File: src/sv/rtie_pkg.sv
`timescale 1ns / 1ps
// ----------------------------------------------------------------------------
// rtie_pkg: shared types and constants for the R-type instruction executor
// Opcodes, status codes, field widths and controller/datapath command types.
// ----------------------------------------------------------------------------
package rtie_pkg;

    localparam int REG_COUNT_DEF  = 32;
    localparam int DATA_WIDTH_DEF = 32;
    localparam int OP_W     = 5;
    localparam int IDX_W    = 5;
    localparam int SH_W     = 5;
    localparam int PC_W     = 32;
    localparam int CH_W     = 9;
    localparam int STAT_W   = 2;
    localparam int COUT_W   = 8;
    localparam int IN_TDATA_W  = 72;
    localparam int OUT_TDATA_W = 88;
    localparam logic [IDX_W-1:0] LINK_REG = 5'd31;

    localparam logic [OP_W-1:0] OP_ADD  = 5'd0;
    localparam logic [OP_W-1:0] OP_SUB  = 5'd1;
    localparam logic [OP_W-1:0] OP_MUL  = 5'd2;
    localparam logic [OP_W-1:0] OP_DIV  = 5'd3;
    localparam logic [OP_W-1:0] OP_AND  = 5'd4;
    localparam logic [OP_W-1:0] OP_OR   = 5'd5;
    localparam logic [OP_W-1:0] OP_XOR  = 5'd6;
    localparam logic [OP_W-1:0] OP_NOR  = 5'd7;
    localparam logic [OP_W-1:0] OP_SLT  = 5'd8;
    localparam logic [OP_W-1:0] OP_SLL  = 5'd9;
    localparam logic [OP_W-1:0] OP_SRL  = 5'd10;
    localparam logic [OP_W-1:0] OP_SRA  = 5'd11;
    localparam logic [OP_W-1:0] OP_SLLV = 5'd12;
    localparam logic [OP_W-1:0] OP_SRLV = 5'd13;
    localparam logic [OP_W-1:0] OP_SRAV = 5'd14;
    localparam logic [OP_W-1:0] OP_MFHI = 5'd15;
    localparam logic [OP_W-1:0] OP_MFLO = 5'd16;
    localparam logic [OP_W-1:0] OP_JR   = 5'd17;
    localparam logic [OP_W-1:0] OP_JRAL = 5'd18;
    localparam logic [OP_W-1:0] OP_PUT  = 5'd19;
    localparam logic [OP_W-1:0] OP_GET  = 5'd20;
    localparam logic [OP_W-1:0] OP_EXIT = 5'd21;

    localparam logic [STAT_W-1:0] ST_OK   = 2'd0;
    localparam logic [STAT_W-1:0] ST_DIV0 = 2'd1;
    localparam logic [STAT_W-1:0] ST_EXIT = 2'd2;

    // controller to datapath
    typedef struct packed {
        logic load;      // capture input beat, start operand reads
        logic exec;      // operands ready: execute op or start multiply
        logic mul_step;  // second multiply stage
        logic div_start; // seed divider
        logic div_step;  // one quotient bit
        logic div_done;  // commit quotient/remainder
        logic pop;       // result taken
    } rtie_cmd_t;

    // datapath to controller
    typedef struct packed {
        logic is_mul;
        logic is_div;
        logic div_zero;
        logic div_last;
    } rtie_stat_t;

endpackage

File: src/sv/rtie_ctrl.sv
`timescale 1ns / 1ps
// ----------------------------------------------------------------------------
// rtie_ctrl: sequencing state machine
// Clears the register file after reset, then walks each instruction through
// read, execute, multiply/divide and result hand-off.
// ----------------------------------------------------------------------------
module rtie_ctrl (
    input  logic                clk,
    input  logic                rst_n,
    input  logic                in_fire,
    input  logic                out_fire,
    input  rtie_pkg::rtie_stat_t st,
    input  logic                clr_done,
    output rtie_pkg::rtie_cmd_t cmd,
    output logic                busy,
    output logic                clearing
);
    import rtie_pkg::*;

    localparam logic [2:0] S_CLR  = 3'd0;
    localparam logic [2:0] S_IDLE = 3'd1;
    localparam logic [2:0] S_RD   = 3'd2;
    localparam logic [2:0] S_MUL  = 3'd3;
    localparam logic [2:0] S_DIV  = 3'd4;
    localparam logic [2:0] S_DEND = 3'd5;
    localparam logic [2:0] S_OUT  = 3'd6;

    logic [2:0] state_reg, state_next;

    always_ff @(posedge clk or negedge rst_n)
    begin
        if (!rst_n)
            state_reg <= S_CLR;
        else
            state_reg <= state_next;
    end

    // next state and commands
    always_comb
    begin
        state_next = state_reg;
        cmd = '0;
        case (state_reg)
            S_CLR:
            begin
                if (clr_done)
                    state_next = S_IDLE;
            end
            S_IDLE:
            begin
                if (in_fire)
                begin
                    cmd.load = 1'b1;
                    state_next = S_RD;
                end
            end
            S_RD:
            begin
                if (st.is_mul)
                begin
                    cmd.exec = 1'b1;
                    state_next = S_MUL;
                end
                else if (st.is_div && !st.div_zero)
                begin
                    cmd.div_start = 1'b1;
                    state_next = S_DIV;
                end
                else
                begin
                    cmd.exec = 1'b1;
                    state_next = S_OUT;
                end
            end
            S_MUL:
            begin
                cmd.mul_step = 1'b1;
                state_next = S_OUT;
            end
            S_DIV:
            begin
                cmd.div_step = 1'b1;
                if (st.div_last)
                    state_next = S_DEND;
            end
            S_DEND:
            begin
                cmd.div_done = 1'b1;
                state_next = S_OUT;
            end
            S_OUT:
            begin
                if (out_fire)
                begin
                    cmd.pop = 1'b1;
                    state_next = S_IDLE;
                end
            end
            default: state_next = S_IDLE;
        endcase
    end

    assign busy     = (state_reg != S_IDLE);
    assign clearing = (state_reg == S_CLR);
endmodule

File: config.mk
export PLATFORM = sky130hd
export DESIGN_NAME = rtie_ctrl
export DESIGN_NICKNAME = d
export VERILOG_FILES = /design/src/sv/rtie_pkg.sv /design/src/sv/rtie_ctrl.sv
export SDC_FILE = /design/constraint.sdc
export NUM_CORES = 1
export LEC_CHECK = 0
export BUFFER_PORTS_ARGS = -buffer_cell sky130_fd_sc_hd__buf_2
export CORE_AREA = 2 2 39 41
export DETAILED_ROUTE_END_ITERATION = 10
export DIE_AREA = 0 0 41 43
export HOLD_SLACK_MARGIN = 0.02
export REMOVE_ABC_BUFFERS = 1
export SLEW_MARGIN = 0
export SYNTH_ARGS = -nofsm -noshare
export SYNTH_HDL_FRONTEND = slang
export SYNTH_SLANG_ARGS = --single-unit
File: constraint.sdc
create_clock -name clk -period 3.57 [get_ports clk]
set_input_delay 1.071 -clock clk [delete_from_list [all_inputs] [get_ports clk]]
set_output_delay 1.071 -clock clk [all_outputs]
set_load 0.03 [all_outputs]
==> flow_summary.toml <==
[synthesis]
synth_warnings = 0
yosys.area.top_type_share_pct = 28.2
syn_inst = 32
yosys.area_share.simple_pct = 44.1
synth_xor_area_share_pct = 0
yosys.cell_count.top_type = "nor2_1"
synth_common_cells = "5 x nor2_1, 3 x dfrtp_1"
seq_area_frac_synth_pct = 28.2
synth_mux_area_share_pct = 0
synth_top_family_by_area = "simple AND/OR/NAND/NOR gates"
synth_ff_type = "dfrtp_1"
synth_top_cells_by_area = "dfrtp_1 28%, nor2_1 7.0%, and3b_1 6.6%"
synth.cell_area_sq_um = 267
synth_area_per_cell_sq_um = 8.33
synth_compound_area_share_pct = 21.1
synth_seq_cells = 3
synthArstFlopShare_pct = 100
synth_edf_count = 0
yosysTopAreaCell = "dfrtp_1"
synth_cell_types = 22
synthAdderAreaFrac_pct = 0

[sta]
setup_tns_ps = 0
worst_pin_slew_ps = 394
final_hold_viol_count = 0
setup_viol = 0
layout_min_cycle_time_ps = 3020
drv_slew = 0
fin_skew_ps = 2.59
maxSlewHeadroom_pct = 73.8
fmax_mhz = 331
period_share_pct = 84.5
whs_ps = 629
rsz0062_at_grt = "false"

[detailed_routing]
drtIter0Drc = 4
drc = 0
dr.pass1.iters = 3
post_drt_wl_per_cell_um = 9.02
viasPerCell = 4.35
drt-total-wl_um = 595
final_antenna_net_count = 0
num_vias = 287

[floorplan]
fp.coreArea_sq_mm = 0.00138
die_area_sq_mm = 0.00176
die_x_um = 41
io_pins = 18
fp-row-count = 14
start_util_pct = 19.3
die_h_um = 43

[power_and_ir_drop]
power_w = 0.000348
p_leak_nw = 0.199
vdd_drop_max_v = 0.000282
powerDensity_mw_per_mm2 = 907

[global_routing]
grt_use_met3_pct = 3.14
grt_pass1_wl_um = 931
grt-busiest-layer = "met4"
grt_use_met2_pct = 10.6
grt_max_degree = 15
grt_use_met1_pct = 9.09
grt_overflow = 0
antenna_found_initial = 0
grt_pass1_vias = 251
grtUsageTotal_pct = 8.66

[status]
outcome = "finished, final reports clean"

[hold_path]
hold_path.class = "input pin to async pin"

[worst_setup_path]
crit_chain = "buf_2 -> or3b_4 -> and3_2 -> buf_2"
crit_family = "simple AND/OR/NAND/NOR gates"
crit_fanout = 3
cp-start-kind = "input pin"
worst-setup-path-type = "input pin to primary output"
crit_buf_inv = 2
end_kind = "primary output"
crit_required_ps = 2500
slowest_delay_ps = 400
crit_slowest_cell = "or3b_4"
crit_arrival_ps = 1950
crit_path_frequent_cell = "buf_2"

[layout]
diodes = 0
syn_to_final_growth_pct = 44.1
drive_gt1_share_pct = 46.0
largest_reg_flops = 3
stdcell_count = 66
nets = 60

[clock_tree]
clkLatencyLatePin_ps = 230
postCtsHoldBufs = 0
cts_resized = 0
cts_tree = "built"
cts_buffer_depth = 2
cts_root_buf = "clkbuf_4"
numCtsBuffers = 3
htreeDepth = 1
postCtsSetupBuffers = 0
cts_sinks = 3
clk_pin_slew_ps = 40

[placement]
dpl.cell_count = 62
gp_congestion = 0.708
io_buffers = 17

[run]
maxCapViolations = 0
==> cell type report <==
class,instances,area (sq um)
clock buffers,4,26.3
fillers,157,1000
inverters,1,3.75
multi-input cells,25,174
flip-flops and latches,3,75.1
well taps,16,20.0
repair buffers,17,85.1
==> routing by layer <==
metal	part of all wire, %	wire [um]	vias up
met4	4.5	27	0
li1	-	-	150
met5	0	0	-
met2	43	254	14
met3	6.6	39	2
met1	46	273	121
==> cells by family after synthesis <==
group	after synthesis
AO/OA/AOI/OAI	7
buffers and inverters	4
flip-flops	3
AND/OR/NAND/NOR	18
==> through the flow <==
step	instance area, sq um	setup WS, ps	utilization, %
2_1_floorplan	253	607	-
5_1_grt	384	518	27.8
4_1_cts	384	547	27.8
3_3_place_gp	358	559	25.9
6_report	384	552	27.8
3_5_place_dp	358	545	25.9
==> layout by cell type, fill, tap and decap left out, types with 2 or more instances in the layout <==
cell / Yosys / layout
nor3b_1: 2 / 2
o21a_1: 2 / 2
nor2_1: 5 / 5
buf_2: 2 / 17
dfrtp_1: 3 / 3
and3b_1: 2 / 2
clkbuf_4: 0 / 3
==> report_power, final <==
group	internal, W	switching [W]	total, W
Sequential	0.0000519	0.0000560	0.000108
Combinational	0.0000769	0.000106	0.000183
Clock	0.0000418	0.0000159	0.0000577
==> final timing paths <==
| kind | to | cells after the start | startpoint | slack (ps) |
|---|---|---|---|---|
| setup / recovery | cmd[5] | 4 | st[3] | 550 |
| hold / removal | state_reg[1] | 1 | rst_n | 630 |
| setup reg to reg | state_reg[0] | 3 | state_reg[2] | 2460 |
| hold reg to reg | state_reg[0] | 1 | state_reg[1] | 720 |
| max in group asynchronous | state_reg[2] | 1 | rst_n | 2830 |
| min in group clk | state_reg[0] | 1 | state_reg[1] | 720 |
Note: power is estimated with default switching activity, not from simulation.
